<file path="config.mk">
export PLATFORM = sky130hd
export DESIGN_NAME = dotted_ipv4_text_parser
export DESIGN_NICKNAME = d
export VERILOG_FILES = /design/src/rtl/core/dipv4_pkg.sv /design/src/rtl/core/dotted_ipv4_text_parser.sv /design/src/rtl/core/dipv4_step.sv
export SDC_FILE = /design/constraint.sdc
export NUM_CORES = 1
export LEC_CHECK = 0
export BUFFER_PORTS_ARGS = -buffer_cell sky130_fd_sc_hd__buf_2
export CAP_MARGIN = 15
export CORE_MARGIN = 4
export CORE_UTILIZATION = 35
export CTS_CLUSTER_DIAMETER = 120
export DETAILED_ROUTE_END_ITERATION = 10
export PLACE_DENSITY = 0.61
export SYNTH_ARGS = -nofsm -noshare
export SYNTH_HDL_FRONTEND = slang
export SYNTH_SLANG_ARGS = --single-unit
</file>
<file path="constraint.sdc">
create_clock -name clock -period 4.4 [get_ports clock]
set_input_delay 1.1 -clock clock [delete_from_list [all_inputs] [get_ports clock]]
set_output_delay 1.1 -clock clock [all_outputs]
set_load 0.02 [all_outputs]
</file>
<file path="src/rtl/core/dipv4_pkg.sv">
// Package for the dotted IPv4 text parser: parse state type and character codes.
// Used by dipv4_step, dotted_ipv4_text_parser, dipv4_address_checker and the test; depends on nothing.

package dipv4_pkg;

   // Parse state carried from one character to the next
   typedef struct packed {
      logic [7:0]  octet_accum;      // value of the current part, modulo 256
      logic [1:0]  part_char_count;  // characters in the current part, saturates at 2
      logic        hex_mode;         // current part is hexadecimal
      logic [1:0]  octet_index;      // number of the current part
      logic [23:0] done_octets;      // finished parts 0..2
      logic        error_seen;
      logic        stopped;
   } parse_state_type;

   localparam parse_state_type PARSE_STATE_RESET = '0;

   // Character codes
   localparam logic [7:0] CHAR_NUL   = 8'h00;
   localparam logic [7:0] CHAR_DOT   = 8'h2E;
   localparam logic [7:0] CHAR_ZERO  = 8'h30;
   localparam logic [7:0] CHAR_NINE  = 8'h39;
   localparam logic [7:0] CHAR_UP_A  = 8'h41;
   localparam logic [7:0] CHAR_UP_F  = 8'h46;
   localparam logic [7:0] CHAR_LOW_A = 8'h61;
   localparam logic [7:0] CHAR_LOW_F = 8'h66;
   localparam logic [7:0] CHAR_UP_X  = 8'h58;
   localparam logic [7:0] CHAR_LOW_X = 8'h78;

   localparam logic [7:0] HEX_TEN    = 8'h0A;
   localparam logic [1:0] LAST_PART  = 2'd3;
   localparam logic [1:0] COUNT_SAT  = 2'd2;

endpackage

</file>
<file path="src/rtl/core/dotted_ipv4_text_parser.sv">
// Top level of the dotted IPv4 text parser: input register, parse step, result register.
// Depends on dipv4_pkg and dipv4_step.

// The block reads an IPv4 address string one character per word on the req_ stream,
// the last character marked by req_tlast, and returns one word on the rsp_ stream
// per string: the 32-bit address with the first octet in bits 7:0 and, in tuser, an
// error flag. Parts are decimal, or hexadecimal after a "0x"/"0X" prefix, and wrap
// modulo 256; missing parts read as zero. A bad character or a fourth dot gives all
// ones with the error flag set. A NUL, or any character past the first MAX_CHARS,
// ends parsing and the rest of the string is skipped up to tlast. Rate: one
// character per clock cycle, set by the combinational parse step that folds each
// character into the state, except that a final character waits while a result is
// still untaken. The last character passes through the input register and then, once
// the result register is free, into it; rsp_ is driven from the result register.
// Both sides may stall freely; the input register keeps taking words while a result
// waits to be taken, until a further end-of-string word would overrun it.

module dotted_ipv4_text_parser #(
   parameter int MAX_CHARS = 16
) (
   input  logic        clock,
   input  logic        reset,
   // input characters
   input  logic        req_tvalid,
   output logic        req_tready,
   input  logic [7:0]  req_tdata,   // [7:0] text_char
   input  logic        req_tlast,   // end_of_string
   // parsed addresses
   output logic        rsp_tvalid,
   input  logic        rsp_tready,
   output logic [31:0] rsp_tdata,   // [31:0] ip_address
   output logic        rsp_tuser    // [0] parse_error
);

   localparam int CNT_W = $clog2(MAX_CHARS + 1);

   // input register
   logic                       in_valid_ff, in_valid_in;
   logic [7:0]                 in_char_ff, in_char_in;
   logic                       in_last_ff, in_last_in;

   // parse state
   dipv4_pkg::parse_state_type state_ff, state_in;
   logic [CNT_W-1:0]           chars_ff, chars_in;

   // result register
   logic                       out_valid_ff, out_valid_in;
   logic [31:0]                out_addr_ff, out_addr_in;
   logic                       out_err_ff, out_err_in;

   dipv4_pkg::parse_state_type step_state;
   logic [CNT_W-1:0]           step_chars;
   logic [31:0]                step_addr;
   logic                       step_err;
   logic                       out_free;
   logic                       advance;
   logic                       req_take;

   dipv4_step #(
      .MAX_CHARS (MAX_CHARS)
   ) u_step (
      .cur_state   (state_ff),
      .cur_chars   (chars_ff),
      .text_char   (in_char_ff),
      .nxt_state   (step_state),
      .nxt_chars   (step_chars),
      .ip_address  (step_addr),
      .parse_error (step_err)
   );

   // A character with no result always moves on; the final one waits for a free slot
   assign out_free   = !out_valid_ff || rsp_tready;
   assign advance    = in_valid_ff && (!in_last_ff || out_free);
   assign req_tready = !in_valid_ff || advance;
   assign req_take   = req_tvalid && req_tready;

   always_comb begin
      in_valid_in = in_valid_ff;
      in_char_in  = in_char_ff;
      in_last_in  = in_last_ff;
      if (advance) begin
         in_valid_in = 1'b0;
      end
      if (req_take) begin
         in_valid_in = 1'b1;
         in_char_in  = req_tdata;
         in_last_in  = req_tlast;
      end
   end

   always_comb begin
      state_in = state_ff;
      chars_in = chars_ff;
      if (advance) begin
         if (in_last_ff) begin
            // string finished: back to a clean state for the next one
            state_in = dipv4_pkg::PARSE_STATE_RESET;
            chars_in = '0;
         end else begin
            state_in = step_state;
            chars_in = step_chars;
         end
      end
   end

   always_comb begin
      out_valid_in = out_valid_ff;
      out_addr_in  = out_addr_ff;
      out_err_in   = out_err_ff;
      if (rsp_tready) begin
         out_valid_in = 1'b0;
      end
      if (advance && in_last_ff) begin
         out_valid_in = 1'b1;
         out_addr_in  = step_addr;
         out_err_in   = step_err;
      end
   end

   always_ff @(posedge clock) begin
      if (reset) begin
         in_valid_ff  <= 1'b0;
         out_valid_ff <= 1'b0;
         state_ff     <= dipv4_pkg::PARSE_STATE_RESET;
         chars_ff     <= '0;
      end else begin
         in_valid_ff  <= in_valid_in;
         out_valid_ff <= out_valid_in;
         state_ff     <= state_in;
         chars_ff     <= chars_in;
      end
   end

   // payload registers
   always_ff @(posedge clock) begin
      in_char_ff  <= in_char_in;
      in_last_ff  <= in_last_in;
      out_addr_ff <= out_addr_in;
      out_err_ff  <= out_err_in;
   end

   assign rsp_tvalid = out_valid_ff;
   assign rsp_tdata  = out_addr_ff;
   assign rsp_tuser  = out_err_ff;

endmodule

</file>
<file path="src/rtl/core/dipv4_step.sv">
// Next-state logic of the dotted IPv4 text parser for one character.
// Depends on dipv4_pkg.

module dipv4_step #(
   parameter int MAX_CHARS = 16,
   localparam int CNT_W = $clog2(MAX_CHARS + 1)
) (
   input  dipv4_pkg::parse_state_type cur_state,
   input  logic [CNT_W-1:0]           cur_chars,
   input  logic [7:0]                 text_char,
   output dipv4_pkg::parse_state_type nxt_state,
   output logic [CNT_W-1:0]           nxt_chars,
   output logic [31:0]                ip_address,
   output logic                       parse_error
);

   logic        is_digit;
   logic        is_upper_hex;
   logic        is_lower_hex;
   logic [7:0]  digit_val;
   logic [7:0]  upper_val;
   logic [7:0]  lower_val;
   logic [7:0]  accum_times_ten;
   logic [7:0]  accum_shifted;
   logic [1:0]  count_bumped;
   logic [31:0] assembled;

   assign is_digit     = (text_char >= dipv4_pkg::CHAR_ZERO) &&
                         (text_char <= dipv4_pkg::CHAR_NINE);
   assign is_upper_hex = (text_char >= dipv4_pkg::CHAR_UP_A) &&
                         (text_char <= dipv4_pkg::CHAR_UP_F);
   assign is_lower_hex = (text_char >= dipv4_pkg::CHAR_LOW_A) &&
                         (text_char <= dipv4_pkg::CHAR_LOW_F);

   assign digit_val = text_char - dipv4_pkg::CHAR_ZERO;
   assign upper_val = text_char - dipv4_pkg::CHAR_UP_A + dipv4_pkg::HEX_TEN;
   assign lower_val = text_char - dipv4_pkg::CHAR_LOW_A + dipv4_pkg::HEX_TEN;

   // times ten as two shifts and an add, wrapping at 8 bits
   assign accum_times_ten = {cur_state.octet_accum[4:0], 3'b000} +
                            {cur_state.octet_accum[6:0], 1'b0};
   assign accum_shifted   = {cur_state.octet_accum[3:0], 4'h0};

   assign count_bumped = (cur_state.part_char_count < dipv4_pkg::COUNT_SAT) ?
                         cur_state.part_char_count + 2'd1 :
                         cur_state.part_char_count;

   always_comb begin
      nxt_state = cur_state;
      nxt_chars = cur_chars;
      if (!cur_state.stopped && !cur_state.error_seen) begin
         if ((cur_chars >= CNT_W'(MAX_CHARS)) || (text_char == dipv4_pkg::CHAR_NUL)) begin
            nxt_state.stopped = 1'b1;
         end else begin
            nxt_chars = cur_chars + CNT_W'(1);
            if (text_char == dipv4_pkg::CHAR_DOT) begin
               if (cur_state.octet_index == dipv4_pkg::LAST_PART) begin
                  nxt_state.error_seen = 1'b1;
               end else begin
                  nxt_state.done_octets = cur_state.done_octets |
                     (24'(cur_state.octet_accum) << {cur_state.octet_index, 3'b000});
                  nxt_state.octet_index     = cur_state.octet_index + 2'd1;
                  nxt_state.octet_accum     = '0;
                  nxt_state.part_char_count = '0;
                  nxt_state.hex_mode        = 1'b0;
               end
            end else if (is_digit) begin
               nxt_state.octet_accum = (cur_state.hex_mode ? accum_shifted : accum_times_ten) +
                                       digit_val;
               nxt_state.part_char_count = count_bumped;
            end else if (cur_state.hex_mode) begin
               if (is_upper_hex) begin
                  nxt_state.octet_accum     = accum_shifted + upper_val;
                  nxt_state.part_char_count = count_bumped;
               end else if (is_lower_hex) begin
                  nxt_state.octet_accum     = accum_shifted + lower_val;
                  nxt_state.part_char_count = count_bumped;
               end else begin
                  nxt_state.error_seen = 1'b1;
               end
            end else if ((text_char == dipv4_pkg::CHAR_LOW_X) ||
                         (text_char == dipv4_pkg::CHAR_UP_X)) begin
               // switch to hex only for a "0x" prefix, otherwise drop the x
               if ((cur_state.octet_accum == 8'h00) && (cur_state.part_char_count == 2'd1)) begin
                  nxt_state.hex_mode = 1'b1;
               end
               nxt_state.part_char_count = count_bumped;
            end else begin
               nxt_state.error_seen = 1'b1;
            end
         end
      end
   end

   // Result from the state after this character
   assign assembled = {8'h00, nxt_state.done_octets} |
                      (32'(nxt_state.octet_accum) << {nxt_state.octet_index, 3'b000});

   assign ip_address  = nxt_state.error_seen ? 32'hFFFF_FFFF : assembled;
   assign parse_error = nxt_state.error_seen;

endmodule

</file>
After elaboration in Yosys (flattened, before gate mapping)
Cells that the tools add are included.

word-level totals
  bits in registers = 88
  output and inout bits = 35
  word-level logic and storage cells = 108

cells by class
  add/sub/neg operators = 12
  $lt $le $gt $ge = 8
  equal/unequal tests = 9
  shift-type cells = 2
  multiplexer cells = 32
  bitwise logic cells = 2
  reductions and logical operators = 29

operators by type and width
  kind                                                                              number
  39-bit two-way mux                                                                2
  38-bit two-way mux                                                                1
  37-bit two-way mux                                                                1
  8-bit adder                                                                       4
  24-bit by 32-bit OR with 32-bit output                                            1
  8-bit by 5-bit << shifter with 32-bit output                                      1
  10-bit two-way mux                                                                3
  26-bit two-way mux                                                                1
  24-bit OR                                                                         1
  8-bit by 5-bit << shifter with 24-bit output                                      1
  8-bit by 4-bit adder with 8-bit output, second input constant                     2
  8-bit by 7-bit equality test with 1-bit output, second input constant             2
  8-bit by 7-bit >= comparator with 1-bit output, second input constant             2
  8-bit by 7-bit less-or-equal comparator with 1-bit output, second input constant  2
  8-bit zero test                                                                   2
  8-bit two-way mux                                                                 2
  8-bit by 7-bit subtractor with 8-bit output, second input constant                2
  1-bit two-way mux                                                                 15
  5-bit two-way mux                                                                 3
  11-bit two-way mux                                                                1
  8-bit by 6-bit equality test with 1-bit output, second input constant             1
  8-bit by 6-bit >= comparator with 1-bit output, second input constant             1
  8-bit by 6-bit less-or-equal comparator with 1-bit output, second input constant  1
  1-bit logical AND                                                                 8
  19 further kinds                                                                  34

Logic depth before layout (Yosys ltp)
Gate-level depths: netlist of the first run.

  word-level depth = 12
  depth in mapped cells = 14
  mapped depth without buffers = 14

By module
Synthesis of the first run repeated with hierarchy kept, for this count alone.

unflattened totals
  cells, all modules = 508
  area, all modules = 5185.0 sq um

modules (own cells, without submodules)
  module                   times used  cells an instance  area each (sq um)
  dotted_ipv4_text_parser  1           152                2742.6
  dipv4_step               1           356                2442.3

Least setup slack after synthesis of the first run
Ideal clock, no wire load.

  path kind = reg2reg
  start point = register state_ff[31] (netlist name)
  end point = register out_addr_ff[22], in the netlist rsp_tdata[22] (data pin)
  setup time = 0.274 ns
  data arrival time = 2.855 ns
  slack = 1.271 ns
  stages on the path, launching flop included = 14
  path buffers = 0
  period minus slack after synthesis = 3.129 ns
  path through = dfxtp_1 -> ha_1 -> fa_1 -> mux2i_1 -> ha_1 -> inv_1 -> ha_1 -> nor2b_1 -> o21a_1 -> or3_1 -> a21oi_1 -> o31ai_1 -> a22oi_2 -> o211ai_1

between the ends
  longest elaborated chain between the ends = 10

RTL lines
  what                                                                 line                            text
  from (decl)                                                          dotted_ipv4_text_parser.sv:43   dipv4_pkg::parse_state_type state_ff, state_in;
  from (signal assigned)                                               dotted_ipv4_text_parser.sv:124  state_ff <= dipv4_pkg::PARSE_STATE_RESET;
  from (signal assigned)                                               dotted_ipv4_text_parser.sv:129  state_ff <= state_in;
  parallel branches: the longest is 4 deep, another holds 8-bit adder  n/a
  10-bit two-way mux *                                                 dipv4_step.sv:67                end else if (is_digit) begin
  11-bit two-way mux *                                                 dipv4_step.sv:56                if (text_char == dipv4_pkg::CHAR_DOT) begin
  38-bit two-way mux *                                                 dipv4_step.sv:52                if ((cur_chars >= CNT_W'(MAX_CHARS)) || (text_char == dipv4_pkg::CHAR_NUL)) begin
  39-bit two-way mux *                                                 dipv4_step.sv:51                if (!cur_state.stopped && !cur_state.error_seen) begin
  8-bit by 5-bit << shifter with 32-bit output *                       dipv4_step.sv:97                (32'(nxt_state.octet_accum) << {nxt_state.octet_index, 3'b000});
  24-bit by 32-bit OR with 32-bit output *                             dipv4_step.sv:96                assign assembled = {8'h00, nxt_state.done_octets} |
  to (signal assigned)                                                 dotted_ipv4_text_parser.sv:138  out_addr_ff <= out_addr_in;
  to (decl)                                                            dotted_ipv4_text_parser.sv:48   logic [31:0] out_addr_ff, out_addr_in;

Mark *: on every way between the ends. The select of a mux whose other input is x is not followed.
A chain may end at the register's enable or synchronous reset.

Final worst setup path of the first run
  start point = register state_ff[34] (netlist name)
  end point = register out_addr_ff[14], in the netlist rsp_tdata[14] (data pin)

between the ends
  longest elaborated chain between the ends = 9

RTL lines
  what                                          line              text
  8-bit adder                                   dipv4_step.sv:40  assign accum_times_ten = {cur_state.octet_accum[4:0], 3'b000} +
  8-bit two-way mux                             dipv4_step.sv:68  nxt_state.octet_accum = (cur_state.hex_mode ? accum_shifted : accum_times_ten) +
  8-bit adder                                   dipv4_step.sv:68
  10-bit two-way mux                            dipv4_step.sv:67
  11-bit two-way mux                            dipv4_step.sv:56
  38-bit two-way mux                            dipv4_step.sv:52
  39-bit two-way mux                            dipv4_step.sv:51
  8-bit by 5-bit << shifter with 32-bit output  dipv4_step.sv:97
  24-bit by 32-bit OR with 32-bit output        dipv4_step.sv:96

Every way passes these cells. The select of a mux whose other input is x is not followed.

==> metrics.md, run 1 <==
| Metric | Value |
|---|---|
| Outcome | `finished clean` |
| Number of synthesized flops with an enable pin | `42` |
| Syn avg cell area | `9.49 um2` |
| CTS Sinks | `between 80 and 90` |
| Final min period | `about 3600 ps` |
| Vias in the first global route | `3954` |
| Required time of the worst setup path | `between 4000 and 5000 ps` |
| Num ports | `48` |
| Slew margin rel. | `0.267` |
| F_max | `0.275 GHz` |
| Drt via density | `roughly 5.6` |
| Max rail drop VDD | `roughly 0.19 mV` |
| DRT Pass-1 Iters | `5` |
| Ys async rst share | `0` |
| Postcts setup bufs | `0` |
| Crit path kind | `reg -> reg` |
| CTS resizes | `0` |
| Core Rows | `43` |
| Final Cycle Share | `0.825` |
| Antenna-violating nets left | `0` |
| H-tree levels | `3` |
| Die area | `around 16000 um2` |
| Finished Core Util | `0.406` |
| Hold buffers post-CTS | `0` |
| Die height | `128 um` |
| CP startpoint kind | `register` |
| Routed WL per cell | `~18 um` |
| Netlist cell types | `between 60 and 70` |
| Max-cap viol count | `0` |
| Fill count | `between 1000 and 1500` |
| Post-Route WL | `roughly 13000 um` |
| Synthesized flop and latch total | `just under 90` |
| Root Driver | `clkbuf_16` |
| Gr ovfl total | `0` |
| Largest net degree at the start of global routing | `35` |
| Setup Viol. Count Final | `0` |
| First-pass GRT wire length | `roughly 21000 um` |
| Post-Syn Area | `approximately 5000 um2` |
| Tightest Pin Transition | `1100 ps` |
| Die X | `roughly 130 um` |
| # placed instances | `730` |
| Worst min-delay path class | `reg -> reg` |
| Worst skew pair latency | `360 ps` |
| Yosys warning count | `0` |
| Post-route cell area | `between 5000 and 6000 um2` |
| Layout cell share with drive strength beyond 1 | `0.160` |
| Cts bufs inserted | `9` |
| Synthesis-to-finish area growth | `13.0%` |
| Ant diodes | `0` |
| Arrival @ worst endpoint | `about 3700 ps` |
| Leak pwr | `between 1.5 and 2 nW` |
| Port bufs | `47` |
| CTS tree | `yes` |
| Skew final | `8.90 ps` |
| Core area | `13900 um2` |
| RSZ-0062 raised after global routing | `no` |
| Synth Net Count | `579` |
| Total track usage | `0.166` |
| Drc violations | `0` |
| Post-place instance area | `around 5400 um2` |
| Power per standard cell area | `311 nW/um2` |
| Dpl hpwl | `between 9000 and 10000 um` |
| Setup TNS | `0 ps` |
| Initial Util | `0.359` |
| Fin cells | `~750` |
| Slew Limit Fails | `0` |
| CP Max Fanout | `15` |
| DR iter-0 viols | `approximately 350` |
| CP Capture Type | `register` |
| Final nets | `613` |
| Initial antenna violation count | `0` |
| Seq/Total Area, Yosys | `0.436` |
| DR vias | `4220` |
| Routability cong. | `0.945` |
| Cell count after synthesis | `about 530` |
| Longest Clk Path Bufs | `2` |
| Top_reg_cell synth | `dfxtp_1` |
| Final Hold Violating Endpoints | `0` |
| Reg clk slew, reported paths | `60 ps` |
==> per-stage QoR <==
stage | worst slack, ps | hold slack, ps | power [W]
after floorplan | 1270 | 432 | 0.00101
after global placement | 821 | 447 | 0.00104
after detailed placement | 814 | 457 | 0.00105
after CTS | 791 | 475 | 0.00178
after global routing | 371 | 492 | 0.00183
final | 769 | 469 | 0.00176
==> cell usage after synthesis (all sizes together), types with 2 or more instances <==
cell	instances	share of area
a211oi	2	0.0030
a21o	3	0.0045
a21oi	47	0.051
a22oi	6	0.010
a31oi	29	0.036
and2	3	0.0037
and3	2	0.0035
buf	10	0.013
clkbuf	22	0.016
dfxtp	46	0.18
edfxtp	42	0.25
fa	2	0.0080
ha	36	0.090
inv	27	0.020
mux2i	5	0.010
nand2	22	0.016
nand2b	8	0.010
nand3	14	0.014
nand3b	4	0.0060
nand4	5	0.0062
nor2	72	0.058
nor2b	10	0.012
nor3	12	0.014
nor4	3	0.0037
o211ai	22	0.033
o21ai	18	0.021
o21bai	3	0.0045
o22ai	2	0.0025
o2bb2ai	2	0.0035
o311ai	4	0.0070
or2	2	0.0025
or3	6	0.0085
or4	2	0.0030
xnor2	13	0.023
xor2	8	0.014
==> report_power, final <==
part           switching, W  internal (W)  leakage, nW
combinational     0.0000942     0.0000504         1.12
clock              0.000337      0.000391        0.135
sequential        0.0000179      0.000868        0.678
==> worst paths after layout <==
check                           slack, ps  cells after the start                          end                 startpoint
worst max-delay path                  770                     14  rsp_tdata[14]$_SDFFCE_PN1P_  state_ff[34]$_SDFFE_PP0P_
worst min-delay path                  470                      2     state_ff[2]$_SDFFE_PP0P_   state_ff[2]$_SDFFE_PP0P_
worst max register to register        770                     14  rsp_tdata[14]$_SDFFCE_PN1P_  state_ff[34]$_SDFFE_PP0P_
worst min register to register        470                      2     state_ff[2]$_SDFFE_PP0P_   state_ff[2]$_SDFFE_PP0P_
==> flip-flops by register name, summed over array words and instances, names as in the netlist <==
signal / cells
rsp_tdata: 32
in_last_ff: 1
in_char_ff: 8
in_valid_ff: 1
chars_ff: 5
state_ff: 39
rsp_tuser: 1
rsp_tvalid: 1
==> cells in the final DEF (no fill, tap or decap), drive strengths merged, types with 5 or more instances in the layout <==
cell,count
a31oi,29
nand3,14
a21oi,47
or3,6
mux2i,5
buf,54
o211ai,22
xnor2,13
xor2,8
nor2b,10
inv,29
edfxtp,42
nand2b,8
nand4,5
o21ai,18
nand2,22
dfxtp,46
ha,36
nor3,12
nor2,72
a22oi,6
clkbuf,11
==> per-layer routing <==
metal,routed length [um],part of all wire,up-vias,GRT usage
met3,1020,0.077,27,0.0468
met4,255,0.019,0,0.0487
met2,5950,0.45,170,0.253
met1,6030,0.45,2029,0.230
li1,-,-,1994,-
met5,0,0,-,0
==> cell type report <==
class	instances	area (um2)	share of cell area
clock buffers	10	229	0.0404
clock inverters	6	53.8	0.00950
inverters	27	101	0.0179
multi-input cells	381	2570	0.455
flip-flops and latches	88	2180	0.385
well taps	180	225	0.0398
repair buffers	55	295	0.0522
==> worst max-delay path, stage by stage (launching register included) <==
cell	delay (ps)
dfxtp_1	660
ha_1	340
a21o_1	180
a21oi_1	170
xor2_1	160
nor2_1	50
a21oi_1	140
ha_1	240
inv_1	60
ha_1	240
or3_1	350
a21oi_1	200
nor2_1	70
a22oi_2	300
o211ai_1	150
==> kinds of logic after synthesis <==
group / count (synthesis) / synth area share
AOI/OAI and AO/OA: 150 / 0.202
xor gates and xnor gates: 21 / 0.0367
adders and majority gates: 38 / 0.0979
buffers and inverters: 59 / 0.0502
DFF: 88 / 0.436
muxes: 5 / 0.00999
and+or+nand+nor: 167 / 0.167
(Power assumes the default switching activity.)
==> inputs of run 2 (changes only) <==
--- a/config.mk
+++ b/config.mk
@@ -5,13 +5,14 @@
 export SDC_FILE = /design/constraint.sdc
 export NUM_CORES = 1
 export LEC_CHECK = 0
+export ABC_AREA = 1
 export BUFFER_PORTS_ARGS = -buffer_cell sky130_fd_sc_hd__buf_2
 export CAP_MARGIN = 15
 export CORE_MARGIN = 4
 export CORE_UTILIZATION = 35
 export CTS_CLUSTER_DIAMETER = 120
 export DETAILED_ROUTE_END_ITERATION = 10
-export PLACE_DENSITY = 0.61
+export PLACE_DENSITY = 0.62
 export SYNTH_ARGS = -nofsm -noshare
 export SYNTH_HDL_FRONTEND = slang
 export SYNTH_SLANG_ARGS = --single-unit
==> constraint.sdc (replaced) <==
create_clock -name clock -period 3.19 [get_ports clock]
set_input_delay 0.7975 -clock clock [delete_from_list [all_inputs] [get_ports clock]]
set_output_delay 0.7975 -clock clock [all_outputs]
set_load 0.02 [all_outputs]
==> run 2 against run 1 <==
Against the previous run: clock power rose by 52%; critical endpoint is now rsp_tdata[22]$_SDFFCE_PN1P_; design area rose by 12%; largest power group unchanged; first-iteration DRC count up 14%; sequential share of layout area decreased by 4.2 points.
==> metrics.md, run 2 <==
| Metric | Value |
|---|---|
| Antenna-violating nets left | `0` |
| Synthesis-to-finish area growth | `16.2%` |
| R2r worst-path depth | `15` |
| DRT met1 WL | `~6700 um` |
| Largest Register | `state_ff` |
| Slew margin rel. | `0.613` |
| CP max stage delay | `around 400 ps` |
| Routed WL per cell | `14.1 um` |
| Core area | `~15000 um2` |
| Setup Viol. Count Final | `0` |
| Reg clk slew, reported paths | `70 ps` |
| Cell chain of the critical path | `ha_1 -> fa_1 -> o21ai_1 -> o22ai_1 -> ha_1 -> ha_4 -> nand2_1 -> o21ai_1 -> o21ai_0 -> a21oi_1 -> nor2_1 -> o21ai_1 -> nand2_2 -> nand3_1 -> nand3_1` |
| Tightest Pin Transition | `~580 ps` |
| Leak pwr | `between 2 and 3 nW` |
| Most frequent cell after synthesis | `nand2_1` |
| Highest routed metal layer | `met4` |
| Final WS setup | `between 200 and 250 ps` |
| Initial antenna violation count | `0` |
| Synth Net Count | `around 760` |
| First-pass GRT wire length | `23100 um` |
| Cell count after synthesis | `roughly 710` |
| Core Rows | `between 40 and 50` |
| CP startpoint kind | `register` |
| Critical Path Sink | `rsp_tdata[22]$_SDFFCE_PN1P_` |
| Worst skew pair latency | `approximately 350 ps` |
| Arrival @ worst endpoint | `3040 ps` |
| Reg2reg end | `rsp_tdata[22]$_SDFFCE_PN1P_` |
| Crit path kind | `reg -> reg` |
| Dpl hpwl | `9930 um` |
| CTS resizes | `0` |
| Gr ovfl total | `0` |
| Seq/Total Area, Yosys | `0.398` |
| Crit-path leading delay family | `adder cells` |
| Number of synthesized flops with an enable pin | `42` |
| Die X | `between 100 and 150 um` |
| Layout cell share with drive strength beyond 1 | `0.172` |
| R2r setup slk | `220 ps` |
| Largest net degree at the start of global routing | `34` |
| Required time of the worst setup path | `around 3300 ps` |
| Final Cycle Share | `0.931` |
| Post-synth top area share | `0.230` |
| Die height | `about 130 um` |
| Netlist cell types | `46` |
| Most common cell on crit path | `o21ai_1` |
| Postcts setup bufs | `0` |
| Metal2 WL | `about 6200 um` |
| Leading cell type in the layout, fill and taps excluded | `nand2_1` |
| Slew Limit Fails | `0` |
| Port bufs | `between 40 and 50` |
| DR vias | `around 4800` |
| Initial Util | `0.359` |
| Longest Clk Path Bufs | `2` |
| Post-Route WL | `roughly 14000 um` |
| Ant diodes | `0` |
| F_max | `roughly 0.34 GHz` |
| Total track usage | `0.161` |
| Top post-synthesis cells by count | `146 x nand2_1, 102 x nand3_1, 88 x inv_1, 56 x nor2_1, 46 x dfxtp_1` |
| Dominant cells by area after synthesis | `edfxtp_1 23%, dfxtp_1 17%, nand2_1 10%` |
| Num ports | `48` |
| Cts bufs inserted | `9` |
| Post-Syn Area | `around 5500 um2` |
| Outcome | `finished clean` |
| CP Max Fanout | `5` |
| Most frequent cells in the layout | `143 x nand2_1, 102 x nand3_1, 88 x inv_1` |
| Die area | `17700 um2` |
| Critical Path Source | `state_ff[31]$_SDFFE_PP0P_` |
| Vias in the first global route | `4583` |
| Max reg flops | `39` |
| Final min period | `around 3000 ps` |
| Drc violations | `0` |
| Final nets | `approximately 810` |
| Crit path buf inv count | `0` |
| Final Hold Violating Endpoints | `0` |
| Drt via density | `slightly below 5` |
| CTS tree | `yes` |
| Skew final | `just under 9 ps` |
| Synthesized flop and latch total | `88` |
| Worst r2r src | `state_ff[31]$_SDFFE_PP0P_` |
| WHS | `~480 ps` |
| Top_reg_cell synth | `dfxtp_1` |
| Hold buffers post-CTS | `0` |
| CTS Sinks | `88` |
| Power per standard cell area | `~400 nW/um2` |
| Yosys warning count | `0` |
| Wire length on met3 | `around 700 um` |
| CP Capture Type | `register` |
| Ys async rst share | `0` |
| DRT Pass-1 Iters | `5` |
| H-tree levels | `3` |
| Critical-path top delay cell | `fa_1` |
| Setup WS pre-CTS | `65.7 ps` |
| Max rail drop VDD | `around 0.26 mV` |
| CP Depth | `15` |
| Routability cong. | `between 0.9 and 1` |
| Root Driver | `clkbuf_16` |
| Yosys top cell by area | `edfxtp_1` |
| DR iter-0 viols | `approximately 400` |
| Worst min-delay path class | `reg -> reg` |
| Syn avg cell area | `7.75 um2` |
| Max-cap viol count | `0` |
-- run 2: cell count changes in the layout (fill, tap and decap cells not counted), moves of 12 or more --
cell,delta
o211ai_1,-21
nand2_1,+121
o21bai_1,+21
a31oi_1,-28
inv_1,+63
nand3_1,+88
nor2_1,-12
buf_4,+15
-- run 2: per-layer routing --
layer	global-route usage	vias up
li1	-	2458
met1	0.231	2211
met2	0.254	112
met3	0.0283	15
met4	0.0383	0
met5	0	-
-- run 2: worst min path at each step --
stage | slack (ps) | endpoint | from | cells after the start
floorplan | 450 | chars_ff[4]$_SDFFE_PP0P_ | chars_ff[3]$_SDFFE_PP0P_ | 2
global placement | 470 | state_ff[30]$_SDFFE_PP0P_ | state_ff[30]$_SDFFE_PP0P_ | 2
detailed placement | 470 | chars_ff[4]$_SDFFE_PP0P_ | chars_ff[3]$_SDFFE_PP0P_ | 2
CTS | 480 | chars_ff[4]$_SDFFE_PP0P_ | chars_ff[3]$_SDFFE_PP0P_ | 2
global route | 510 | chars_ff[4]$_SDFFE_PP0P_ | chars_ff[3]$_SDFFE_PP0P_ | 2
finish | 480 | chars_ff[0]$_SDFFE_PP0P_ | chars_ff[0]$_SDFFE_PP0P_ | 2
-- run 2: cells by family after synthesis --
group,after synthesis,synth area share
flip-flops,88,0.398
AO/OA/AOI/OAI,87,0.0993
buffers and inverters,125,0.0957
AND/OR/NAND/NOR,364,0.309
XOR/XNOR,5,0.00799
adder cells (fa/ha/maj),38,0.0895
-- run 2: worst register-to-register path, stage by stage (launching register included) --
cell     delay (ps)
dfxtp_1         310
ha_1            220
fa_1            400
o21ai_1         160
o22ai_1          90
ha_1            340
ha_4            290
nand2_1          50
o21ai_1         160
o21ai_0          90
a21oi_1         120
nor2_1           50
o21ai_1         100
nand2_2         140
nand3_1          90
nand3_1          90
-- run 2: area by class of cell --
class / instances / area (um2)
Fill cell: 1571 / 8890
Multi-Input combinational cell: 494 / 2830
Sequential cell: 88 / 2180
Timing Repair Buffer: 69 / 400
Inverter: 100 / 380
Tap cell: 211 / 264
Clock buffer: 9 / 225
Clock inverter: 7 / 83.8
-- run 2: power by group --
group          internal (W)  switching (W)  total [W]
clock              0.000623       0.000485    0.00111
combinational     0.0000748       0.000152   0.000227
sequential          0.00120      0.0000160    0.00122
total               0.00190       0.000653    0.00255
-- run 2: per-stage QoR --
step                      total power [W]  setup TNS (ps)   util  std cells  instance area (um2)
after detailed placement          0.00146               0  0.393        962                 6000
after CTS                         0.00257               0  0.414        978                 6310
after global placement            0.00146               0  0.393        962                 6000
after floorplan                   0.00140               0      -        707                 5480
final                             0.00255               0  0.417        978                 6370
after global routing              0.00265           -22.0  0.417        978                 6370
